File: src/rtl/core/tcw_pkg.sv
// ----------------------------------------------------------------------------
// tcw_pkg
// Shared types and constants of the text console writer.
// ----------------------------------------------------------------------------
package tcw_pkg;

	localparam logic [1:0] OP_PUT     = 2'd0;
	localparam logic [1:0] OP_READ    = 2'd1;
	localparam logic [1:0] OP_CLEAR   = 2'd2;
	localparam logic [1:0] OP_RECOLOR = 2'd3;

	localparam logic [7:0] CH_NUL = 8'h00;
	localparam logic [7:0] CH_BS  = 8'h08;
	localparam logic [7:0] CH_TAB = 8'h09;
	localparam logic [7:0] CH_LF  = 8'h0A;
	localparam logic [7:0] CH_CR  = 8'h0D;

	localparam logic [7:0] BLANK_CHAR   = 8'h20;
	localparam logic [7:0] DEFAULT_ATTR = 8'h0F;
	localparam int         TAB_STOP     = 4;

	typedef struct packed {
		logic [6:0] cell_col;
		logic [4:0] cell_row;
		logic [7:0] char_code;
		logic [1:0] opcode;
	} item_t;

	typedef struct packed {
		logic [7:0] cell_attr;
		logic [7:0] cell_char;
		logic [6:0] cursor_col;
		logic [4:0] cursor_row;
	} result_t;

	typedef enum logic [3:0] {
		ST_INIT,
		ST_IDLE,
		ST_EXEC,
		ST_READ_WAIT,
		ST_CLEAR,
		ST_RECOLOR,
		ST_SCROLL,
		ST_FILL,
		ST_WRITE,
		ST_DONE
	} state_t;

endpackage

File: src/rtl/core/tcw_seq.sv
// ----------------------------------------------------------------------------
// tcw_seq
// Operation sequencer: holds the cursor and walks the cell store for puts,
// reads, clears, recolors and scrolls.
// ----------------------------------------------------------------------------
module tcw_seq
	import tcw_pkg::*;
#(
	parameter int COLUMNS = 80,
	parameter int ROWS    = 25,
	parameter int AW      = 11
) (
	input  logic          clk,
	input  logic          arst_n,
	input  logic          item_valid,
	output logic          item_ready,
	input  item_t         item,
	input  logic [7:0]    text_attr,
	output logic          res_valid,
	input  logic          res_ready,
	output result_t       res,
	output logic          wr_en,
	output logic [AW-1:0] wr_addr,
	output logic [15:0]   wr_data,
	output logic          rd_en,
	output logic [AW-1:0] rd_addr,
	input  logic [15:0]   rd_data
);

	localparam int N  = ROWS * COLUMNS;
	localparam int NW = $clog2(N + 1);
	localparam int RW = $clog2(ROWS);
	localparam int CW = $clog2(COLUMNS + 1);

	localparam logic [NW-1:0] N_C        = NW'(N);
	localparam logic [NW-1:0] LAST_N     = NW'(N - 1);
	localparam logic [NW-1:0] COLS_N     = NW'(COLUMNS);
	localparam logic [NW-1:0] COLS_P1    = NW'(COLUMNS + 1);
	localparam logic [NW-1:0] FILL_START = NW'((ROWS - 1) * COLUMNS);
	localparam logic [RW-1:0] LAST_ROW   = RW'(ROWS - 1);
	localparam logic [CW-1:0] COLS_C     = CW'(COLUMNS);
	localparam logic [CW-1:0] TAB_MASK   = CW'(TAB_STOP - 1);
	localparam logic [AW-1:0] COLS_A     = AW'(COLUMNS);

	state_t        state_q, state_d;
	logic [NW-1:0] cnt_q, cnt_d;
	logic [RW-1:0] line_q, line_d;
	logic [CW-1:0] col_q, col_d;
	logic [7:0]    rch_q, rch_d;
	logic [7:0]    rattr_q, rattr_d;
	item_t         item_q;

	logic [NW-1:0] cnt_inc;
	logic [NW-1:0] cnt_dec;
	logic [NW-1:0] scroll_dst;
	logic [CW-1:0] col_inc;
	logic [AW-1:0] cur_addr;
	logic [AW-1:0] cell_addr;
	logic          cell_in_range;
	logic [7:0]    col_ext;
	logic [15:0]   blank;

	assign cnt_inc    = cnt_q + NW'(1);
	assign cnt_dec    = cnt_q - NW'(1);
	assign scroll_dst = cnt_q - COLS_P1;
	assign col_inc    = col_q + CW'(1);
	assign cur_addr   = AW'(line_q) * COLS_A + AW'(col_q);
	assign cell_addr  = AW'(item_q.cell_row) * COLS_A + AW'(item_q.cell_col);
	assign cell_in_range = (6'(item_q.cell_row) < 6'(ROWS))
		&& (8'(item_q.cell_col) < 8'(COLUMNS));
	assign blank      = {text_attr, BLANK_CHAR};
	assign col_ext    = 8'(col_q);

	assign res.cursor_row = 5'(line_q);
	assign res.cursor_col = col_ext[6:0];
	assign res.cell_char  = rch_q;
	assign res.cell_attr  = rattr_q;

	always_ff @(posedge clk or negedge arst_n) begin
		if (!arst_n) begin
			state_q <= ST_INIT;
			cnt_q   <= '0;
			line_q  <= '0;
			col_q   <= '0;
			rch_q   <= '0;
			rattr_q <= '0;
		end else begin
			state_q <= state_d;
			cnt_q   <= cnt_d;
			line_q  <= line_d;
			col_q   <= col_d;
			rch_q   <= rch_d;
			rattr_q <= rattr_d;
		end
	end

	always_ff @(posedge clk) begin
		if (item_valid && item_ready) begin
			item_q <= item;
		end
	end

	always_comb begin
		state_d    = state_q;
		cnt_d      = cnt_q;
		line_d     = line_q;
		col_d      = col_q;
		rch_d      = rch_q;
		rattr_d    = rattr_q;
		wr_en      = 1'b0;
		wr_addr    = cnt_q[AW-1:0];
		wr_data    = blank;
		rd_en      = 1'b0;
		rd_addr    = cnt_q[AW-1:0];
		item_ready = 1'b0;
		res_valid  = 1'b0;

		unique case (state_q)
			ST_INIT, ST_CLEAR: begin
				wr_en   = 1'b1;
				wr_data = {DEFAULT_ATTR, BLANK_CHAR};
				cnt_d   = cnt_inc;
				if (cnt_q == LAST_N) begin
					cnt_d   = '0;
					state_d = (state_q == ST_INIT) ? ST_IDLE : ST_DONE;
				end
			end
			ST_IDLE: begin
				item_ready = 1'b1;
				if (item_valid) begin
					state_d = ST_EXEC;
				end
			end
			ST_EXEC: begin
				rch_d   = '0;
				rattr_d = '0;
				unique case (item_q.opcode)
					OP_PUT: begin
						priority if (item_q.char_code == CH_NUL) begin
							state_d = ST_DONE;
						end else if (item_q.char_code == CH_LF) begin
							col_d = '0;
							if (line_q != LAST_ROW) begin
								line_d  = line_q + RW'(1);
								state_d = ST_DONE;
							end else begin
								cnt_d   = COLS_N;
								state_d = ST_SCROLL;
							end
						end else if (item_q.char_code == CH_CR) begin
							col_d   = '0;
							state_d = ST_DONE;
						end else if (item_q.char_code == CH_BS) begin
							if (col_q == '0) begin
								if (line_q == '0) begin
									state_d = ST_DONE;
								end else begin
									line_d  = line_q - RW'(1);
									col_d   = COLS_C - CW'(1);
									state_d = ST_WRITE;
								end
							end else begin
								col_d   = col_q - CW'(1);
								state_d = ST_WRITE;
							end
						end else if (col_q == COLS_C) begin
							col_d = '0;
							if (line_q != LAST_ROW) begin
								line_d  = line_q + RW'(1);
								state_d = ST_WRITE;
							end else begin
								cnt_d   = COLS_N;
								state_d = ST_SCROLL;
							end
						end else begin
							state_d = ST_WRITE;
						end
					end
					OP_READ: begin
						if (cell_in_range) begin
							rd_en   = 1'b1;
							rd_addr = cell_addr;
							state_d = ST_READ_WAIT;
						end else begin
							state_d = ST_DONE;
						end
					end
					OP_CLEAR: begin
						line_d  = '0;
						col_d   = '0;
						cnt_d   = '0;
						state_d = ST_CLEAR;
					end
					OP_RECOLOR: begin
						cnt_d   = '0;
						state_d = ST_RECOLOR;
					end
					default: begin
						state_d = ST_DONE;
					end
				endcase
			end
			ST_READ_WAIT: begin
				rch_d   = rd_data[7:0];
				rattr_d = rd_data[15:8];
				state_d = ST_DONE;
			end
			ST_SCROLL: begin
				rd_en   = (cnt_q != N_C);
				wr_en   = (cnt_q != COLS_N);
				wr_addr = scroll_dst[AW-1:0];
				wr_data = rd_data;
				cnt_d   = cnt_inc;
				if (cnt_q == N_C) begin
					cnt_d   = FILL_START;
					state_d = ST_FILL;
				end
			end
			ST_FILL: begin
				wr_en = 1'b1;
				cnt_d = cnt_inc;
				if (cnt_q == LAST_N) begin
					cnt_d   = '0;
					state_d = (item_q.char_code == CH_LF) ? ST_DONE : ST_WRITE;
				end
			end
			ST_RECOLOR: begin
				rd_en   = (cnt_q != N_C);
				wr_en   = (cnt_q != '0);
				wr_addr = cnt_dec[AW-1:0];
				wr_data = {item_q.char_code, rd_data[7:0]};
				cnt_d   = cnt_inc;
				if (cnt_q == N_C) begin
					cnt_d   = '0;
					state_d = ST_DONE;
				end
			end
			ST_WRITE: begin
				wr_en   = 1'b1;
				wr_addr = cur_addr;
				if (item_q.char_code == CH_BS) begin
					state_d = ST_DONE;
				end else if (item_q.char_code == CH_TAB) begin
					col_d = col_inc;
					if (((col_inc & TAB_MASK) == '0) || (col_inc == COLS_C)) begin
						state_d = ST_DONE;
					end
				end else begin
					wr_data = {text_attr, item_q.char_code};
					col_d   = col_inc;
					state_d = ST_DONE;
				end
			end
			ST_DONE: begin
				res_valid = 1'b1;
				if (res_ready) begin
					state_d = ST_IDLE;
				end
			end
			default: begin
				state_d = ST_IDLE;
			end
		endcase
	end

endmodule

File: config.mk
export PLATFORM = sky130hd
export DESIGN_NAME = tcw_seq
export DESIGN_NICKNAME = d
export VERILOG_FILES = /design/src/rtl/core/tcw_pkg.sv /design/src/rtl/core/tcw_seq.sv
export SDC_FILE = /design/constraint.sdc
export NUM_CORES = 1
export LEC_CHECK = 0
export ABC_AREA = 1
export ABC_CLOCK_PERIOD_IN_PS = 2200
export CORE_ASPECT_RATIO = 0.75
export CORE_UTILIZATION = 59
export DETAILED_ROUTE_END_ITERATION = 7
export DONT_BUFFER_PORTS = 1
export GPL_TIMING_DRIVEN = 0
export HOLD_SLACK_MARGIN = 0.05
export PLACE_DENSITY_LB_ADDON = 0.15
export SLEW_MARGIN = 25
export SYNTH_ARGS = -nofsm -noshare
export SYNTH_HDL_FRONTEND = slang
export SYNTH_SLANG_ARGS = --single-unit
File: constraint.sdc
create_clock -name clk -period 2.2 [get_ports clk]
set_input_delay 0.22 -clock clk [delete_from_list [all_inputs] [get_ports clk]]
set_output_delay 0.22 -clock clk [all_outputs]
set_load 0.02 [all_outputs]
# Word-level counts from Yosys, hierarchy flattened
# Index checks and enable logic that the tools add are counted.
dict set report totals {
  register_bits 65
}
dict set report classes {
  n_addsub 9
  multipliers 2
  magnitude_cmp 2
  eq_ne 44
  mux 68
  n_reduce_logical 23
}
# operator count
set ops {}
lappend ops {{$mux W11} 12}
lappend ops {{$mux W4} 19}
lappend ops {{$pmux W16 S4} 1}
lappend ops {{$mux W7} 8}
lappend ops {{$pmux W11 S4} 1}
lappend ops {{$mux W5} 8}
lappend ops {{$pmux W4 S9} 1}
lappend ops {{$pmux W11 S3} 1}
lappend ops {{$eq A8 B4 Y1 const B} 4}
lappend ops {{$pmux W8 S2} 2}
lappend ops {{$ne A4 B4 Y1 const B} 7}
lappend ops {{$pmux W7 S2} 2}
lappend ops {{$add A11 B7 Y11} 2}
lappend ops {{$eq A11 B11 Y1 const B} 2}
lappend ops {{$pmux W11 S2} 1}
lappend ops {{$eq A4 B3 Y1 const B} 4}
lappend ops {{$mux W8} 2}
lappend ops {{$ne A2 B2 Y1 const B} 8}
lappend ops {{$pmux W4 S4} 1}
lappend ops {{$eq A7 B7 Y1 const B} 2}
lappend ops {{$logic_not A7 Y1} 2}
lappend ops {{$mul A5 B3 Y7 const B} 2}
lappend ops {{$reduce_and A7 Y1} 2}
lappend ops {{$reduce_and A6 Y1} 2}
lappend ops {{other kinds (38)} 52}

# Depth between registers and ports, before layout
# Gate-level depths: netlist of the first run.
dict set report logic_depth {
  ltp_word 9
  depth_mapped 15
  ltp_nobuf 14
}

# Worst setup path before layout of the first run
# Ideal clock, no wire load.
dict set report synth_timing {
  path_kind {flip-flop to output port}
  start {register line_q[1]}
  end {output port wr_addr[10]}
  arrival_ps 2082
  path_slack_ps -102
  stages_incl_launch_ff 11
  path_cell_list {dfrtp_1 ha_1 ha_1 inv_1 fa_1 nor2_1 inv_1 nor2_1 a21oi_1 o21ai_0 nand2_1}
}
dict set report synth_between {
  elab_chain_cells 3
}
# element line
set synth_lines {}
lappend synth_lines {{start: declaration} tcw_seq.sv:47} ;# logic [RW-1:0] line_q, line_d;
lappend synth_lines {{start signal: assignment} tcw_seq.sv:90} ;# line_q <= line_d;
lappend synth_lines {{$mul A5 B3 Y7} tcw_seq.sv:67} ;# assign cur_addr = AW'(line_q) * COLS_A + AW'(col_q);
lappend synth_lines {{$add A11 B7 Y11} tcw_seq.sv:67}
lappend synth_lines {{$pmux W11 S3} tcw_seq.sv:118} ;# unique case (state_q)
lappend synth_lines {{end: declaration} tcw_seq.sv:23} ;# output logic [AW-1:0] wr_addr,
# No other way between the ends.

# Worst setup path after layout of the first run
dict set report layout_timing {
  start {register item_q[12] (netlist bit)}
  end {output port rd_addr[10]}
}
dict set report layout_between {
  elab_chain_cells 5
}
# element line
set layout_lines {}
lappend layout_lines {{start: declaration} tcw_seq.sv:51} ;# item_t item_q;
lappend layout_lines {{start signal: assignment} tcw_seq.sv:99} ;# item_q <= item;
lappend layout_lines {{$mul A5 B3 Y7 or $lt A5 B5 Y1 (tied branches)} {tcw_seq.sv:68, tcw_seq.sv:69}}
lappend layout_lines {{$add A11 B7 Y11 or $logic_and A1 B1 Y1 (tied branches)} {tcw_seq.sv:68, tcw_seq.sv:70}}
lappend layout_lines {{$mux W11 (*)} tcw_seq.sv:180} ;# if (cell_in_range) begin
lappend layout_lines {{$mux W11 (*)} tcw_seq.sv:137} ;# unique case (item_q.opcode)
lappend layout_lines {{$mux W11 (*)} tcw_seq.sv:118}
lappend layout_lines {{end: declaration} tcw_seq.sv:26} ;# output logic [AW-1:0] rd_addr,
# Every way passes the cells marked *; elsewhere a longest branch is shown, timed or not.

==> results.yml, run 1 <==
placement:
  dpl.hpwl_mm: 11.26
  preCtsSetupSlack_ns: -0.3606
  io_buffers: 0
  place.gp.congestion: 0.9489
sta:
  tightest_slew_ns: 0.6465
  rsz0062_at_grt: "true"
  worst_clock_skew_ns: 0.01065
  slew_headroom_pct: 56.90
  setup_viol: 59
  period_needed_ns: 2.739
  layout_setup_ws_ns: -0.5391
  max_freq_mhz: 365.1
  fin_crit_sh_pct: 124.5
  fin_tns_setup_ns: -7.605
  hold_violations: 0
  drv_slew: 0
power:
  vdd_drop_max_mv: 0.7156
  power_leakage_nw: 3.314
  finalPower_mw: 2.796
  power_density_nw_per_um2: 368.7
cts:
  cts_tree: "yes"
  cts_made_buffers: 9
  h-tree-depth: 3
  clock_path_buffers: 2
  cts.sinks: 65
  cts_root_buf: "clkbuf_16"
  clk_pin_slew_ns: 0.06
  clkLatencyLatePin_ns: 0.34
global_route:
  grt_overflow: 0
  grt_pass1_vias: 5509
  grt_start_max_net_pins: 44
  grt_util_all_layers_pct: 40.33
  grt_pass1_wl_mm: 28.99
  antenna_found_initial: 0
die:
  fp.dieW_um: 110.7
  core_um2: 8527
  start_util_pct: 61.26
  dieArea_um2: 9238
  core.rowCount: 29
  io_pins: 120
  fp.dieH_um: 83.49
synthesis:
  async_flop_share_pct: 66.15
  ys_seq_area_share_pct: 33.25
  yosysTopAreaCellShare_pct: 20.60
  ys_seq_elements: 65
  synth_area_leaders: "dfrtp_1 (21%), edfxtp_1 (13%), nand2_1 (12%), ha_1 (6.9%), inv_1 (6.7%)"
  syn_area_um2: 5224
  yosysUniqueCellTypes: 47
  synth_top_cell_by_area: "dfrtp_1"
  synth_edf_count: 22
  synthFlopType: "dfrtp_1"
  syn_inst: 717
  ys_warn_count: 0
  syn_area_per_cell_um2: 7.286
  synth_most_common_cell: "nand2_1"
  syn_nets: 800
  synthTopCellsByCount: "nand2_1 (164), inv_1 (93), nor2_1 (65), o21ai_0 (50), nand3_1 (44)"
cells_and_area:
  nets: 901
  areaGrowthSynthToFinish_pct: 45.20
  nFillCells: 373
  antenna_cells: 0
  drive_gt1_share_pct: 34.75
setup_path:
  crit_path_max_incr_delay_ns: 0.50
  critPathMaxFanout: 3
  crit_type: "reg -> out"
  crit_path_frequent_cell: "ha_4"
  worst_path_max_delay_cell: "edfxtp_1"
  cp.required_ns: 1.98
  cp-start-kind: "flip-flop"
  crit_path_end_kind: "output port"
  critPathBufInv: 2
  crit_family: "adder cells"
  critPathArrivalTime_ns: 2.52
  crit_chain: "ha_4 > ha_4 > fa_2 > xnor2_1 > inv_1 > nand3_2 > xor2_1 > o21ai_1 > inv_2"
status:
  violations: "negative setup slack"
  status: "complete, but fails checks"
worst_hold_path:
  hp-class: "in -> reg"
flow_run:
  maxCapViolCount: 0
detailed_routing:
  drtAntennaViolNets: 0
  routed_wl_mm: 23.09
  via_per_inst: 6.894
  vias: 6418
  firstDrtPassIters: 7
  drcViolationCount: 0
  drt_iter0_drc: 844
  wl_per_cell_um: 24.80
## through the flow
stage	instance area, um2	utilization [%]	cells	hold WS (ns)
after floorplan	5235	-	717	-0.07559
after global placement	5370	62.98	825	-0.07474
after detailed placement	5384	63.14	826	-0.07471
after CTS	6910	81.04	900	0.07230
after global routing	7585	88.95	931	0.07515
final	7585	88.95	931	0.06964
## routing by layer
metal  vias to the layer above  track usage [%]  share of wire (%)
li1                       2578                -                  -
met1                      2965            49.50                 33
met2                       664            66.18                 44
met3                       211            9.949                 14
met4                         0            20.73                8.4
met5                         -                0                  0
## repair_timing
action | in CTS | in global routing
endpoints found under the setup margin | 46 | 63
buffers inserted | 33 | 35
hold buffers | 24 | 0
gates cloned | 1 | 1
gates resized for setup | 152 | 103
endpoints found under the hold margin | 65 | 0
pin swaps | 34 | 51
## power by group
part	internal (mW)	leakage (nW)	total [mW]	switching (mW)
logic	0.0378	2.49	0.0894	0.0516
registers	1.25	0.682	1.25	0
clock network	0.904	0.143	1.45	0.550
total	2.19	3.31	2.80	0.602
## cell families after synthesis
kind of cell / count (synthesis) / share of synthesized area, %
AND/OR/NAND/NOR: 326 / 28.00
AO/OA/AOI/OAI: 143 / 16.67
buffers and inverters: 130 / 10.25
flip-flops: 65 / 33.25
adder cells (fa/ha/maj): 33 / 8.479
XOR/XNOR: 20 / 3.353
## final cells by class
class / count / area [um2] / share of cell area, %
Sequential cell: 65 / 1750 / 23.08
Clock buffer: 11 / 242.7 / 3.200
Buffer: 17 / 185.2 / 2.441
Clock inverter: 5 / 55.05 / 0.7258
Multi-Input combinational cell: 522 / 3880 / 51.15
Inverter: 112 / 465.4 / 6.137
Timing Repair Buffer: 91 / 870.8 / 11.48
Tap cell: 108 / 135.1 / 1.782
## worst paths after layout
check	startpoint	endpoint	slack [ns]	cells after the start
min	rd_data[10]	rattr_q[2]	0.07	2
max reg2reg	item_q[9]	cnt_q[6]	-0.25	9
min reg2reg	cnt_q[1]	cnt_q[1]	0.63	2
max	item_q[12]	rd_addr[10]	-0.54	9
max in group asynchronous	arst_n	state_q[1]	1.55	2
min in group asynchronous	arst_n	rch_q[6]	0.38	2
## sequential cells by signal, summed over array words and instances (netlist names)
register,flops
cnt_q,11
state_q,4
col_q,7
item_q,22
rattr_q,8
rch_q,8
line_q,5
## placed cells by master (no fill, tap or decap), types with 4 or more instances in the layout
cell,Yosys,routed
nor2_2,4,8
xor2_1,14,14
edfxtp_1,22,22
ha_4,0,12
buf_6,4,16
nand2_4,2,8
dfrtp_1,43,32
dlygate4sd3_1,0,23
nand2_2,10,19
nor3_1,6,4
a21oi_4,0,7
o21ai_1,17,13
nand3_1,44,38
nor2_4,7,18
clkbuf_16,0,10
inv_2,19,21
o31ai_1,6,5
inv_1,93,81
nand2_1,164,146
buf_12,0,6
dfrtp_2,0,11
inv_4,0,6
a21oi_1,30,19
buf_4,1,51
or2_2,5,5
o21ai_2,7,14
buf_2,10,4
o221ai_4,0,9
ha_1,29,16
o21ai_0,50,38
o21ai_4,0,9
nand4_1,11,11
nand3_2,1,5
o22ai_4,0,5
a21oi_2,3,7
nor2_1,65,50
## worst reg2reg max path, delay by kind of cell (launching register included)
family          cells  cell delay, ns
buf+inv             2            0.57
flops               1            0.39
simple gates        5            0.97
compound gates      2            0.42
No activity file was read; power rests on OpenSTA's default activity.
==> run 2, diff against run 1 <==
RECOVER_POWER = 25   (was default)
SKIP_LAST_GASP = 1   (was default)
==> run 2 against run 1 <==
Critical path depth stayed put. Register-to-register slack worse by 0.11 ns. The run ends with design-rule violations, negative setup slack left. Sequential share of layout area down 0.057 points. Highest routed layer unchanged. Utilization is 0.22 points higher. Clock skew decreased by 0.0033 ns.
==> results.yml, run 2 (synthesis gave the netlist of run 1 again) <==
global_route:
  antenna_found_initial: 2
  grt_pass1_wl_mm: 28.97
  grt_overflow: 0
  grt_util_all_layers_pct: 40.31
  grt_start_max_net_pins: 44
  grt_pass1_vias: 5511
cts:
  clock_path_buffers: 2
  h-tree-depth: 3
  cts_root_buf: "clkbuf_16"
  clk_pin_slew_ns: 0.06
  cts_made_buffers: 9
  cts.sinks: 65
  clkLatencyLatePin_ns: 0.35
  cts_tree: "yes"
sta:
  drv_slew: 0
  setup_viol: 53
  rsz0062_at_grt: "true"
  fin_crit_sh_pct: 124.7
  max_freq_mhz: 364.5
  period_needed_ns: 2.744
  slew_headroom_pct: 18.03
  hold_violations: 0
  layout_setup_ws_ns: -0.5438
  timing.hold.ws_ns: 0.07412
  tightest_slew_ns: 1.230
  worst_clock_skew_ns: 0.007368
power:
  finalPower_mw: 2.818
  power_leakage_nw: 3.353
  power_density_nw_per_um2: 370.7
  vdd_drop_max_mv: 0.9261
detailed_routing:
  vias: 6674
  drtAntennaViolNets: 0
  firstDrtPassIters: 8
  routed_wl_mm: 24.85
  drt_iter0_drc: 1095
  wl_per_cell_um: 26.46
  via_per_inst: 7.108
  drcViolationCount: 18
setup_path:
  critPathMaxFanout: 8
  crit_path_end_kind: "output port"
  reg2reg_from: "cnt_q[1]"
  cp.required_ns: 1.98
  crit_start: "line_q[1]"
  crit_type: "reg -> out"
  critPathArrivalTime_ns: 2.52
  cp-start-kind: "flip-flop"
worst_hold_path:
  min_from: "rd_data[10]"
  hp-class: "in -> reg"
cells_and_area:
  layout_commonest_cell: "nand2_1"
  nets: 907
  mostFrequentLayoutCells: "nand2_1 (150), inv_1 (81), nor2_1 (51), buf_4 (51)"
  top_register: "item_q"
  reg.largest.list: "item_q: 22 flops, cnt_q: 11 flops"
  areaGrowthSynthToFinish_pct: 45.56
  drive_gt1_share_pct: 34.14
  largest_reg_flops: 22
placement:
  dpl.hpwl_mm: 11.26
  place.gp.congestion: 0.9489
  io_buffers: 0
status:
  violations: "design-rule violations, negative setup slack"
  status: "complete, but fails checks"
flow_run:
  maxCapViolCount: 0
die:
  dieArea_um2: 9238
  start_util_pct: 61.26
  fp.dieH_um: 83.49
  core_um2: 8527
  io_pins: 120
  fp.dieW_um: 110.7
  core.rowCount: 29
-- run 2: cell count changes in the layout (fill, tap and decap cells not counted), moves of 2 or more --
cell	previous run	this run
nand2_4	8	11
buf_8	2	4
nand2_1	146	150
a21oi_2	7	5
nand2_2	19	12
nor2_4	18	16
o21ai_2	14	16
diode_2	0	2
a21oi_1	19	22
buf_6	16	19
-- run 2: what timing repair did --
| action | CTS | global route |
|---|---|---|
| gates resized for setup | 151 | 95 |
| setup buffers | 33 | 40 |
| setup endpoints to repair | 46 | 63 |
| hold buffers | 24 | 0 |
| cloned | 1 | 2 |
| hold endpoints to repair | 65 | 0 |
| pin swaps | 33 | 41 |
-- run 2: critical path, cell delays in order, from the launching register on --
cell and delay [ns]:
dfrtp_2 0.54, ha_4 0.33, ha_4 0.14, inv_2 0.04
fa_2 0.54, nor2_1 0.05, inv_1 0.07, buf_4 0.11
nand3_1 0.06, o211ai_1 0.27
-- run 2: cell type report --
cell class                 count  area, um2
buffer                        18      185.2
timing repair buffer          96      922.1
clock buffer                  11      242.7
inverter                     112      465.4
fill                         368      923.4
antenna                        2      5.005
multi-input combinational    522       3842
tap                          108      135.1
clock inverter                 5      55.05
sequential                    65       1750
-- run 2: power by group --
group          total (mW)  leakage [nW]  internal [mW]  switching [mW]
Sequential           1.25         0.682           1.25               0
Clock                1.48         0.143          0.904           0.573
Combinational      0.0885          2.53         0.0332          0.0553
-- run 2: worst paths after layout --
kind / end / slack, ns / depth (start not counted)
max in group asynchronous: state_q[0] / 0.68 / 2
min: rattr_q[2] / 0.07 / 2
min reg2reg: cnt_q[1] / 0.63 / 2
max: wr_addr[8] / -0.54 / 9
min in group asynchronous: rattr_q[4] / 0.69 / 2
max reg2reg: state_q[0] / -0.36 / 12
-- run 2: layer usage --
metal  track usage [%]  up-vias  wire [um]
li1                  -     2586          -
met1             49.46     3017       7816
met2             66.18      790      10520
met3             9.949      281       3920
met4             20.73        0       2590
met5                 0        -          0
-- run 2: per-stage QoR --
stage                     worst slack (ns)  setup TNS [ns]  instances  instance area (um2)  util [%]
after floorplan                   -0.04066        -0.04066        717                 5235         -
after global placement             -0.4678          -12.23        825                 5370     62.98
after detailed placement           -0.3606          -2.633        826                 5384     63.14
after CTS                          -0.4348          -3.782        900                 6905     80.98
after global routing               -0.6762          -18.07        938                 7601     89.14
final                              -0.5438          -12.51        939                 7604     89.17
